===== config.mk =====
export PLATFORM = sky130hd
export DESIGN_NAME = lru_page_replacement
export DESIGN_NICKNAME = d
export VERILOG_FILES = /design/src/rtl/core/lrupr_pkg.sv /design/src/rtl/core/lrupr_frame_mem.sv /design/src/rtl/core/lrupr_seq.sv /design/src/rtl/core/lru_page_replacement.sv
export SDC_FILE = /design/constraint.sdc
export NUM_CORES = 1
export LEC_CHECK = 0
export ABC_AREA = 1
export BUFFER_PORTS_ARGS = -buffer_cell sky130_fd_sc_hd__buf_2
export CAP_MARGIN = 20
export CORE_MARGIN = 4
export CORE_UTILIZATION = 60
export CTS_CLUSTER_DIAMETER = 80
export DETAILED_ROUTE_END_ITERATION = 10
export PLACE_DENSITY_LB_ADDON = 0.25
export SYNTH_ARGS = -nofsm -noshare
export SYNTH_HDL_FRONTEND = slang
export SYNTH_SLANG_ARGS = --single-unit

===== constraint.sdc =====
create_clock -name clk -period 4.2 [get_ports clk]
set_input_delay 0.84 -clock clk [delete_from_list [all_inputs] [get_ports clk]]
set_output_delay 0.84 -clock clk [all_outputs]
set_load 0.05 [all_outputs]

===== src/rtl/core/lrupr_pkg.sv =====
// Shared types and constants for the LRU page replacement block.
// No dependencies; imported by lrupr_seq, lru_page_replacement and the testbench.
`default_nettype none

package lrupr_pkg;

  localparam int PAGE_NUM_W   = 16;  // page number field on both channels
  localparam int FRAME_USED_W = 2;   // frame index field of a result
  localparam int FAULT_W      = 32;  // running fault count

  typedef enum logic [2:0] {
    ST_IDLE,
    ST_SCAN,
    ST_DECIDE,
    ST_UPDATE,
    ST_RESULT
  } lrupr_state_t;

  typedef struct packed {
    logic                    hit;
    logic [FRAME_USED_W-1:0] frame_used;
    logic                    evicted_valid;
    logic [PAGE_NUM_W-1:0]   evicted_page;
    logic [FAULT_W-1:0]      fault_total;
  } lrupr_result_t;

endpackage

`default_nettype wire


===== src/rtl/core/lrupr_frame_mem.sv =====
// Frame table storage: one entry per frame, {page, recency rank}.
// Synchronous write, registered read. No package use.
`default_nettype none

module lrupr_frame_mem #(
  parameter int DEPTH = 4,
  parameter int AW    = 2,
  parameter int DW    = 18
) (
  input  wire logic          clk,
  input  wire logic          wr_en,
  input  wire logic [AW-1:0] wr_addr,
  input  wire logic [DW-1:0] wr_data,
  input  wire logic          rd_en,
  input  wire logic [AW-1:0] rd_addr,
  output logic      [DW-1:0] rd_data
);

  logic [DW-1:0] mem [DEPTH];

  always_ff @(posedge clk) begin
    if (wr_en) begin
      mem[wr_addr] <= wr_data;
    end
  end

  always_ff @(posedge clk) begin
    if (rd_en) begin
      rd_data <= mem[rd_addr];
    end
  end

endmodule

`default_nettype wire


===== src/rtl/core/lrupr_seq.sv =====
// Reference sequencer: scans the frame table, decides hit/fill/evict,
// then rewrites every entry's rank. Uses lrupr_pkg; drives lrupr_frame_mem.
`default_nettype none

module lrupr_seq #(
  parameter int FRAMES    = 4,
  parameter int PAGE_BITS = 16,
  parameter int IW        = 2,
  parameter int EW        = 18
) (
  input  wire logic                     clk,
  input  wire logic                     rst_n,
  input  wire logic                     start_i,
  input  wire logic [PAGE_BITS-1:0]     page_i,
  output logic                          idle_o,
  input  wire logic                     res_take_i,
  output logic                          res_valid_o,
  output lrupr_pkg::lrupr_result_t      res_o,
  output logic                          mem_rd_en_o,
  output logic [IW-1:0]                 mem_rd_addr_o,
  input  wire logic [EW-1:0]            mem_rd_data_i,
  output logic                          mem_wr_en_o,
  output logic [IW-1:0]                 mem_wr_addr_o,
  output logic [EW-1:0]                 mem_wr_data_o
);

  import lrupr_pkg::*;

  localparam int CW = $clog2(FRAMES + 1);
  localparam int RW = IW;
  localparam logic [CW-1:0] CNT_END = CW'(FRAMES);

  lrupr_state_t state_r, state_nxt;

  logic [CW-1:0]        cnt_r, cnt_nxt;
  logic                 rd_pend_r;
  logic [IW-1:0]        rd_idx_r;
  logic [PAGE_BITS-1:0] page_r;
  logic [FRAMES-1:0]    valid_r;

  logic                 hit_fnd_r;
  logic [IW-1:0]        hit_idx_r;
  logic [RW-1:0]        hit_rank_r;
  logic                 lru_fnd_r;
  logic [IW-1:0]        lru_idx_r;
  logic [PAGE_BITS-1:0] lru_page_r;

  logic [IW-1:0]        tgt_r;
  logic                 dec_en_r;
  logic [RW-1:0]        dec_thr_r;
  logic [RW-1:0]        new_rank_r;
  logic                 wr_page_en_r;
  logic                 hit_r;
  logic                 ev_r;
  logic [FAULT_W-1:0]   fault_r;

  logic                 issue;
  logic                 pass_done;
  logic [PAGE_BITS-1:0] rd_page;
  logic [RW-1:0]        rd_rank;
  logic [RW-1:0]        wr_rank;
  logic [PAGE_BITS-1:0] wr_page;
  logic                 any_empty;
  logic [IW-1:0]        first_empty;
  logic [CW-1:0]        nvalid;
  logic [CW-1:0]        nvalid_m1;

  logic [FRAME_USED_W+IW-1:0]        tgt_ext;
  logic [PAGE_NUM_W+PAGE_BITS-1:0]   ev_ext;

  assign rd_page   = mem_rd_data_i[EW-1:RW];
  assign rd_rank   = mem_rd_data_i[RW-1:0];
  assign pass_done = (cnt_r == CNT_END) && !rd_pend_r;

  // occupancy summary from the valid bits
  always_comb begin
    nvalid      = '0;
    first_empty = '0;
    for (int i = 0; i < FRAMES; i++) begin
      nvalid = nvalid + CW'(valid_r[i]);
    end
    for (int i = FRAMES - 1; i >= 0; i--) begin
      if (!valid_r[i]) begin
        first_empty = IW'(i);
      end
    end
  end
  assign any_empty = ~&valid_r;
  assign nvalid_m1 = nvalid - CW'(1);

  // next state
  always_comb begin
    state_nxt = state_r;
    case (state_r)
      ST_IDLE:   if (start_i) state_nxt = ST_SCAN;
      ST_SCAN:   if (pass_done) state_nxt = ST_DECIDE;
      ST_DECIDE: state_nxt = ST_UPDATE;
      ST_UPDATE: if (pass_done) state_nxt = ST_RESULT;
      ST_RESULT: if (res_take_i) state_nxt = ST_IDLE;
      default:   state_nxt = ST_IDLE;
    endcase
  end

  // outputs and memory control
  always_comb begin
    issue       = 1'b0;
    idle_o      = 1'b0;
    res_valid_o = 1'b0;
    mem_wr_en_o = 1'b0;
    case (state_r)
      ST_IDLE:   idle_o = 1'b1;
      ST_SCAN:   issue = (cnt_r != CNT_END);
      ST_DECIDE: issue = 1'b0;
      ST_UPDATE: begin
        issue       = (cnt_r != CNT_END);
        mem_wr_en_o = rd_pend_r;
      end
      ST_RESULT: res_valid_o = 1'b1;
      default:   issue = 1'b0;
    endcase
  end

  assign mem_rd_en_o   = issue;
  assign mem_rd_addr_o = cnt_r[IW-1:0];

  always_comb begin
    cnt_nxt = cnt_r;
    if (issue) begin
      cnt_nxt = cnt_r + CW'(1);
    end else if (state_r == ST_IDLE || state_r == ST_DECIDE) begin
      cnt_nxt = '0;
    end
  end

  // write-back: target takes the top rank, newer frames shift down one
  always_comb begin
    wr_rank = rd_rank;
    wr_page = rd_page;
    if (rd_idx_r == tgt_r) begin
      wr_rank = new_rank_r;
      if (wr_page_en_r) begin
        wr_page = page_r;
      end
    end else if (dec_en_r && valid_r[rd_idx_r] && (rd_rank > dec_thr_r)) begin
      wr_rank = rd_rank - RW'(1);
    end
  end

  assign mem_wr_addr_o = rd_idx_r;
  assign mem_wr_data_o = {wr_page, wr_rank};

  always_ff @(posedge clk) begin
    if (!rst_n) begin
      state_r   <= ST_IDLE;
      cnt_r     <= '0;
      rd_pend_r <= 1'b0;
      valid_r   <= '0;
      hit_fnd_r <= 1'b0;
      lru_fnd_r <= 1'b0;
      fault_r   <= '0;
    end else begin
      state_r   <= state_nxt;
      cnt_r     <= cnt_nxt;
      rd_pend_r <= issue;
      rd_idx_r  <= cnt_r[IW-1:0];

      if (state_r == ST_IDLE && start_i) begin
        page_r    <= page_i;
        hit_fnd_r <= 1'b0;
        lru_fnd_r <= 1'b0;
      end

      if (state_r == ST_SCAN && rd_pend_r && valid_r[rd_idx_r]) begin
        if (!hit_fnd_r && rd_page == page_r) begin
          hit_fnd_r  <= 1'b1;
          hit_idx_r  <= rd_idx_r;
          hit_rank_r <= rd_rank;
        end
        if (!lru_fnd_r && rd_rank == '0) begin
          lru_fnd_r  <= 1'b1;
          lru_idx_r  <= rd_idx_r;
          lru_page_r <= rd_page;
        end
      end

      if (state_r == ST_DECIDE) begin
        hit_r <= hit_fnd_r;
        if (hit_fnd_r) begin
          tgt_r        <= hit_idx_r;
          dec_en_r     <= 1'b1;
          dec_thr_r    <= hit_rank_r;
          new_rank_r   <= nvalid_m1[RW-1:0];
          wr_page_en_r <= 1'b0;
          ev_r         <= 1'b0;
        end else if (any_empty) begin
          tgt_r                <= first_empty;
          dec_en_r             <= 1'b0;
          dec_thr_r            <= '0;
          new_rank_r           <= nvalid[RW-1:0];
          wr_page_en_r         <= 1'b1;
          ev_r                 <= 1'b0;
          valid_r[first_empty] <= 1'b1;
        end else begin
          tgt_r        <= lru_idx_r;
          dec_en_r     <= 1'b1;
          dec_thr_r    <= '0;
          new_rank_r   <= nvalid_m1[RW-1:0];
          wr_page_en_r <= 1'b1;
          ev_r         <= 1'b1;
        end
        if (!hit_fnd_r && fault_r != '1) begin
          fault_r <= fault_r + FAULT_W'(1);
        end
      end
    end
  end

  assign tgt_ext = {{FRAME_USED_W{1'b0}}, tgt_r};
  assign ev_ext  = {{PAGE_NUM_W{1'b0}}, (ev_r ? lru_page_r : {PAGE_BITS{1'b0}})};

  always_comb begin
    res_o.hit           = hit_r;
    res_o.frame_used    = tgt_ext[FRAME_USED_W-1:0];
    res_o.evicted_valid = ev_r;
    res_o.evicted_page  = ev_ext[PAGE_NUM_W-1:0];
    res_o.fault_total   = fault_r;
  end

  // table is only touched by the two passes
  a_idle_quiet: assert property (@(posedge clk) disable iff (!rst_n)
    state_r == ST_IDLE |-> !mem_rd_en_o && !mem_wr_en_o)
    else $error("frame table accessed while idle");

  // writes belong to the rank update pass only
  a_wr_in_update: assert property (@(posedge clk) disable iff (!rst_n)
    mem_wr_en_o |-> state_r == ST_UPDATE)
    else $error("frame table written outside update pass");

  // a full table always holds exactly one least recent frame
  a_lru_present: assert property (@(posedge clk) disable iff (!rst_n)
    (state_r == ST_DECIDE && !hit_fnd_r && !any_empty) |-> lru_fnd_r)
    else $error("full frame table without a rank-zero frame");

  // result holds until the output register takes it
  a_res_hold: assert property (@(posedge clk) disable iff (!rst_n)
    (state_r == ST_RESULT && !res_take_i) |=> state_r == ST_RESULT && $stable(fault_r))
    else $error("result dropped before hand-off");

  // fault count only moves upward, and only on a decision
  a_fault_mono: assert property (@(posedge clk) disable iff (!rst_n)
    $past(state_r) != ST_DECIDE |-> $stable(fault_r))
    else $error("fault count changed outside decision step");

endmodule

`default_nettype wire


===== src/rtl/core/lru_page_replacement.sv =====
//  Channel   Direction  Handshake              Payload
//  in_       sink       in_valid / in_stall    in_page_number
//  out_      source     out_valid / out_stall  out_hit, out_frame_used, out_evicted_valid,
//                                               out_evicted_page, out_fault_total
//
//  One reference passes from acceptance to its result on out_ through a read pass over the
//  frame table, a decision step, a read/write-back pass that re-ranks every frame, and
//  the output register. The frame table has one read and one write port. A new reference
//  is accepted only once the last one has left the sequencer for the output register.
//  rst_n is synchronous: valid bits, ranks in use and the fault count restart at zero.
//  in_stall is high whenever a reference is in flight; a finished result sits in the
//  output register, so a new reference is accepted while out_stall holds the last one.
//  Depends on lrupr_pkg, lrupr_seq and lrupr_frame_mem.
`default_nettype none

module lru_page_replacement #(
  parameter int FRAMES    = 4,
  parameter int PAGE_BITS = 16
) (
  input  wire logic                              clk,
  input  wire logic                              rst_n,
  // reference transaction
  input  wire logic                              in_valid,
  output logic                                   in_stall,
  input  wire logic [lrupr_pkg::PAGE_NUM_W-1:0]  in_page_number,
  // result transaction
  output logic                                   out_valid,
  input  wire logic                              out_stall,
  output logic                                   out_hit,
  output logic [lrupr_pkg::FRAME_USED_W-1:0]     out_frame_used,
  output logic                                   out_evicted_valid,
  output logic [lrupr_pkg::PAGE_NUM_W-1:0]       out_evicted_page,
  output logic [lrupr_pkg::FAULT_W-1:0]          out_fault_total
);

  import lrupr_pkg::*;

  // frame index and rank share one width; entry packs {page, rank}
  localparam int IW = $clog2(FRAMES);
  localparam int EW = PAGE_BITS + IW;

  logic                 seq_idle;
  logic                 accept;
  logic                 res_valid;
  logic                 res_take;
  lrupr_result_t        res;
  lrupr_result_t        out_res_r;
  logic                 out_valid_r;

  logic [PAGE_BITS+PAGE_NUM_W-1:0] page_ext;
  logic [PAGE_BITS-1:0]            page_in;

  logic                 mem_rd_en;
  logic [IW-1:0]        mem_rd_addr;
  logic [EW-1:0]        mem_rd_data;
  logic                 mem_wr_en;
  logic [IW-1:0]        mem_wr_addr;
  logic [EW-1:0]        mem_wr_data;

  // bits above PAGE_BITS are dropped, narrower fields are zero-filled
  assign page_ext = {{PAGE_BITS{1'b0}}, in_page_number};
  assign page_in  = page_ext[PAGE_BITS-1:0];

  assign in_stall = !seq_idle;
  assign accept   = in_valid && !in_stall;

  lrupr_seq #(
    .FRAMES    (FRAMES),
    .PAGE_BITS (PAGE_BITS),
    .IW        (IW),
    .EW        (EW)
  ) u_seq (
    .clk           (clk),
    .rst_n         (rst_n),
    .start_i       (accept),
    .page_i        (page_in),
    .idle_o        (seq_idle),
    .res_take_i    (res_take),
    .res_valid_o   (res_valid),
    .res_o         (res),
    .mem_rd_en_o   (mem_rd_en),
    .mem_rd_addr_o (mem_rd_addr),
    .mem_rd_data_i (mem_rd_data),
    .mem_wr_en_o   (mem_wr_en),
    .mem_wr_addr_o (mem_wr_addr),
    .mem_wr_data_o (mem_wr_data)
  );

  lrupr_frame_mem #(
    .DEPTH (FRAMES),
    .AW    (IW),
    .DW    (EW)
  ) u_frame_mem (
    .clk     (clk),
    .wr_en   (mem_wr_en),
    .wr_addr (mem_wr_addr),
    .wr_data (mem_wr_data),
    .rd_en   (mem_rd_en),
    .rd_addr (mem_rd_addr),
    .rd_data (mem_rd_data)
  );

  // output register: loads when empty or when its transaction completes
  assign res_take = !out_valid_r || !out_stall;

  always_ff @(posedge clk) begin
    if (!rst_n) begin
      out_valid_r <= 1'b0;
    end else if (res_valid && res_take) begin
      out_valid_r <= 1'b1;
    end else if (!out_stall) begin
      out_valid_r <= 1'b0;
    end
  end

  always_ff @(posedge clk) begin
    if (res_valid && res_take) begin
      out_res_r <= res;
    end
  end

  assign out_valid         = out_valid_r;
  assign out_hit           = out_res_r.hit;
  assign out_frame_used    = out_res_r.frame_used;
  assign out_evicted_valid = out_res_r.evicted_valid;
  assign out_evicted_page  = out_res_r.evicted_page;
  assign out_fault_total   = out_res_r.fault_total;

endmodule

`default_nettype wire


== After elaboration in Yosys (flattened, before gate mapping) ==
Memories as Yosys holds them, arrays and structs flattened. A register that Yosys moved wholly into a read port is not among the register bits.
Cells that the tools add are included.

* Flip-flop bits (word level): 148
* Bits in writable memories: 72
* Word-level logic and storage cells: 126
* Memories: 1

* $add $sub $neg: 7
* $lt $le $gt $ge: 4
* Eq/ne operators: 14
* Mux-type cells: 39
* Bitwise logic cells: 3
* Reduce and logical (&&, ||, !) cells: 32

{| class="wikitable"
|+ Memory list
! name !! words !! bits a word !! rd ports !! clocked after Yosys merged registers in !! wr ports !! line !! source
|-
| u_frame_mem.mem || 4 || 18 || 1 || 1 || 1 || lrupr_frame_mem.sv:19 || <nowiki>logic [DW-1:0] mem [DEPTH];</nowiki>
|}

{| class="wikitable"
|+ Operators with widths
! kind !! number
|-
| $add A32 B1 Y32 const B || 1
|-
| $mux W16 || 2
|-
| $ne A32 B32 Y1 const B || 1
|-
| $mux W2 || 10
|-
| $mux W1 || 18
|-
| $mux W3 || 6
|-
| $eq A16 B16 Y1 || 1
|-
| $pmux W3 S5 || 1
|-
| $logic_and A1 B1 Y1 || 12
|-
| $reduce_and A3 Y1 || 3
|-
| $ne A2 B1 Y1 const B || 4
|-
| $reduce_and A4 Y1 || 2
|-
| $eq A3 B2 Y1 const B || 2
|-
| $eq A3 B3 Y1 const B || 2
|-
| $logic_not A1 Y1 || 6
|-
| $lt A2 B3 Y1 const B || 2
|-
| $reduce_and A2 Y1 || 3
|-
| $add A2 B1 Y2 || 2
|-
| $or A4 B4 Y4 || 1
|-
| $sub A2 B1 Y2 const B || 2
|-
| $add A3 B1 Y3 const B || 1
|-
| $eq A3 B1 Y1 const B || 1
|-
| $logic_not A3 Y1 || 1
|-
| $ne A3 B3 Y1 const B || 1
|-
| other kinds (12) || 14
|}

== Depth between registers and ports, before layout ==
* Word-level depth: 9
* Depth in mapped cells: 11

== Cells and area by module ==
Synthesis repeated with hierarchy kept, for this count alone.

* Cells, all modules: 1036
* Area total of the unflattened synthesis: 10425.0 µm²

{| class="wikitable"
|+ Modules (own cells, without submodules)
! module !! times used !! cells each !! area each (µm²) !! sequential area each (µm²)
|-
| lrupr_seq || 1 || 668 || 5178.7 || 2402.3
|-
| lrupr_frame_mem || 1 || 307 || 3626.0 || 2702.6
|-
| lru_page_replacement || 1 || 61 || 1620.3 || 1581.5
|}

== Least setup slack after synthesis ==
Ideal clock, no wire load.

* Path type: input to register
* From: input out_stall
* To: register out_res_r (netlist bit out_evicted_page[0]), enable pin
* Setup time: 0.462 ns
* Arrival time: 3.152 ns
* Slack: 0.587 ns
* Stages: 3
* Path through: nand2_1 inv_1 nor2_1

* Word-level cells in the longest chain between the ends: 3

{| class="wikitable"
|+ RTL lines
! item !! line !! source
|-
| from (decl) || lru_page_replacement.sv:28 || <nowiki>input wire logic out_stall,</nowiki>
|-
| $logic_not A1 Y1 || -- ||
|-
| $logic_or A1 B1 Y1 || lru_page_replacement.sv:104 || <nowiki>assign res_take = !out_valid_r || !out_stall;</nowiki>
|-
| $logic_and A1 B1 Y1 || lru_page_replacement.sv:117 || <nowiki>if (res_valid && res_take) begin</nowiki>
|-
| to (signal assigned) || lru_page_replacement.sv:118 || <nowiki>out_res_r <= res;</nowiki>
|-
| to (decl) || lru_page_replacement.sv:47 || <nowiki>lrupr_result_t out_res_r;</nowiki>
|}

Every way passes these cells.
A chain may end at the register's enable or synchronous reset.

== Worst setup path in the final report ==
* From: register u_seq.cnt_r[1]
* To: register u_seq.cnt_r[2]

* Word-level cells in the longest chain between the ends: 3
* Elaborated cells between the ends (all ways): 5
* Those cells by class: 1 x add/sub; 1 x eq/ne; 2 x mux; 1 x reduce/logical

{| class="wikitable"
|+ RTL lines
! item !! line !! source
|-
| from (decl) || lrupr_seq.sv:35 || <nowiki>logic [CW-1:0] cnt_r, cnt_nxt;</nowiki>
|-
| from (signal assigned) || lrupr_seq.sv:163 || <nowiki>cnt_r <= cnt_nxt;</nowiki>
|-
| $ne A3 B3 Y1 (*) || lrupr_seq.sv:112, lrupr_seq.sv:115 ||
|-
| $mux W1 (*) || -- ||
|-
| via mem_rd_en || lru_page_replacement.sv:53 || <nowiki>logic mem_rd_en;</nowiki>
|-
| $mux W3 or $reduce_bool A2 Y1 (tied branches) || -- ||
|}

Mark *: on every way through the listed nets, which the timed path passes. The rest lies on a longest branch.

==> flow_metrics.env <==
export IMPL_synth_top_family_by_area="simple AND/OR/NAND/NOR gates"
export IMPL_hpwl_um=12900
export IMPL_num_rows=46
export IMPL_postRouteAntennaNets=0
export IMPL_cp_max_fo=22
export IMPL_layout_nets=998
export IMPL_powerDensity_mw_per_mm2=458.6
export IMPL_finalSetupTns_ns=0
export IMPL_syn_avg_cell_area_um2=11.09
export IMPL_synth_xor_area_share_pct=2.239
export IMPL_slew_violations=0
export IMPL_seq_area_frac_synth_pct=68.38
export IMPL_gp_routability_congestion=0.8636
export IMPL_slew_headroom_pct=40.63
export IMPL_cp_end_kind="flip-flop"
export IMPL_power_total_w=0.005156
export IMPL_fp_dieH_um=135.7
export IMPL_grt_max_degree=42
export IMPL_clock_latency_ns=0.51
export IMPL_drtIter0Drc=625
export IMPL_synth_edff_count=192
export IMPL_drive_gt1_share_pct=15.03
export IMPL_synth_simple_area_share_pct=16.98
export IMPL_yosysTopAreaCell="edfxtp_1"
export IMPL_initial_core_util_pct=61.33
export IMPL_synth_top_area_share_pct=58.96
export IMPL_grt_pass1_vias=6311
export IMPL_power_leakage_nw=4.222
export IMPL_cap_violations=0
export IMPL_die_w_um=135.7
export IMPL_syn_nets=912
export IMPL_pin_count=74
export IMPL_worstSetupStartpointType="flip-flop"
export IMPL_hold_viol=0
export IMPL_cp_arrival_ns=2.93
export IMPL_tightest_slew_ns=0.8895
export IMPL_first_pass_iters=5
export IMPL_grt_overflow=0
export IMPL_synthArstFlopShare_pct=0
export IMPL_synth_compound_area_share_pct=6.232
export IMPL_synth_area_leaders="edfxtp_1 (59%), dfxtp_1 (9.4%), nand2_1 (7.2%)"
export IMPL_antenna_found_initial=0
export IMPL_status="finished clean"
export IMPL_yosysWarnings=0
export IMPL_clk_pin_slew_ns=0.06
export IMPL_grt_total_usage_pct=21.91
export IMPL_synthAdderAreaFrac_pct=1.356
export IMPL_syn_to_final_growth_pct=14.98
export IMPL_vias=6607
export IMPL_avgRoutedWirePerCell_um=16.62
export IMPL_grt_pass1_wl_um=31560
export IMPL_path_class="flip-flop to flip-flop"
export IMPL_netlist_area_mm2=0.009778
export IMPL_setup_violations=0
export IMPL_drc_errors=0
export IMPL_cts_root_buf="clkbuf_16"
export IMPL_synth_ff_type="edfxtp_1"
export IMPL_hold_buffers=0
export IMPL_antenna_cells=0
export IMPL_synth_most_common_cell="edfxtp_1"
export IMPL_drt_total_wl_um=19970
export IMPL_max_vdd_ir_drop_uv=395.4
export IMPL_clkSinkCount=238
export IMPL_viasPerCell=5.501
export IMPL_clock_skew_ns=0.01089
export IMPL_netlist_instances=882
export IMPL_synthMuxAreaShare_pct=0.8061
export IMPL_die_area_mm2=0.01840
export IMPL_post_cts_buffers=0
export IMPL_fin_crit_ns=2.488
export IMPL_portBuffers=73
export IMPL_ctsResizeCount=0
export IMPL_synth_cell_type_count=39
export IMPL_max_freq_ghz=0.4019
export IMPL_rsz0062_at_grt="false"
export IMPL_cts_tree="done"
export IMPL_synth_common_cells="edfxtp_1 (192), nand2_1 (187), nor2_1 (134)"
export IMPL_ys_ff_latch=238
export IMPL_h_tree_depth=1
export IMPL_post_route_period_util_pct=59.24
export IMPL_core_area_mm2=0.01594
export IMPL_cts_buffers_inserted=24
export IMPL_critPathRequiredTime_ns=4.64
export IMPL_cts_path_max_buffers=3
export IMPL_hold_class="flip-flop to flip-flop"
## registers in the layout, summed over array words and instances, names as in the netlist, 2 cells and up
name / count
u_frame_mem.mem: 72
out_fault_total: 32
u_seq.fault_r: 32
u_frame_mem.rd_data: 18
out_evicted_page: 16
u_seq.lru_page_r: 16
u_seq.page_r: 16
u_seq.valid_r: 4
u_seq.cnt_r: 3
u_seq.state_r: 3
out_frame_used: 2
u_seq.dec_thr_r: 2
u_seq.hit_idx_r: 2
u_seq.hit_rank_r: 2
u_seq.lru_idx_r: 2
u_seq.mem_wr_addr_o: 2
u_seq.new_rank_r: 2
u_seq.tgt_r: 2
## final cells by class
type / instances / area [um2]
flip-flops and latches: 238 / 6686
fillers: 1134 / 4700
multi-input cells: 546 / 2728
clock buffers: 33 / 686.9
repair buffers: 83 / 440.4
inverters: 75 / 281.5
well taps: 216 / 270.3
clock inverters: 10 / 150.1
## through the flow
stage	util (%)	hold WS [ns]	instance area (um2)	instances	setup slack, ns
after CTS	70.52	0.4306	11240	1201	1.691
final	70.52	0.4283	11240	1201	1.712
after floorplan	-	0.4003	9778	882	0.5867
after global placement	65.27	0.4051	10410	1158	1.528
after global routing	70.52	0.4325	11240	1201	1.435
after detailed placement	65.27	0.4147	10410	1158	1.442
## cells by family after synthesis
group | after synthesis
DFF | 238
muxes | 7
buffers and inverters | 98
and+or+nand+nor | 392
xor gates and xnor gates | 25
adders and majority gates | 10
AOI/OAI and AO/OA | 112
## per-layer routing
metal	GRT usage, %	share of wire (%)	wire length, um	vias up
li1	-	-	-	3165
met1	28.22	40	8001	3106
met2	37.28	49	9850	279
met3	3.083	6.8	1353	57
met4	9.686	3.8	761	0
met5	0	0	0	-
## critical path, stage by stage (launching register included)
cell     delay [ns]
dfxtp_1        0.30
buf_4          0.25
inv_1          0.36
ha_1           0.31
nand2_1        0.10
nand2_1        0.09
inv_1          0.67
nand3_1        0.15
a21oi_1        0.17
## path summary, 6_finish.rpt
| kind | cells after the start | slack [ns] | startpoint | to |
|---|---|---|---|---|
| setup / recovery | 8 | 1.71 | u_seq.cnt_r[1]$_SDFFE_PN0P_ | u_seq.cnt_r[2]$_SDFFE_PN0P_ |
| hold / removal | 0 | 0.43 | u_seq.hit_r$_DFFE_PP_ | out_hit$_DFFE_PP_ |
| setup reg to reg | 8 | 1.71 | u_seq.cnt_r[1]$_SDFFE_PN0P_ | u_seq.cnt_r[2]$_SDFFE_PN0P_ |
| hold reg to reg | 0 | 0.43 | u_seq.hit_r$_DFFE_PP_ | out_hit$_DFFE_PP_ |
## report_power, final
part | internal [W] | leakage [nW] | switching (W)
clock | 0.00139 | 0.408 | 0.000849
combinational | 0.0000777 | 1.73 | 0.000192
sequential | 0.00261 | 2.09 | 0.0000405
total | 0.00407 | 4.22 | 0.00108
## placed cells by master (no fill, tap or decap), drive strengths merged
cell type / Yosys / routed
nand2: 193 / 193
edfxtp: 192 / 192
nor2: 141 / 141
buf: 8 / 83
inv: 74 / 75
o21ai: 57 / 57
dfxtp: 46 / 46
nand3: 34 / 34
clkbuf: 15 / 33
a21oi: 30 / 30
xor2: 19 / 19
o22ai: 19 / 19
nor3: 12 / 12
ha: 9 / 9
mux2: 7 / 7
xnor2: 6 / 6
nand3b: 6 / 6
clkinv: 1 / 6
bufinv: 0 / 4
nand4: 3 / 3
or2: 2 / 2
a32o: 1 / 1
a211oi: 1 / 1
o211ai: 1 / 1
o211a: 1 / 1
a22oi: 1 / 1
o41ai: 1 / 1
and2: 1 / 1
fa: 1 / 1
(Power assumes the default switching activity.)
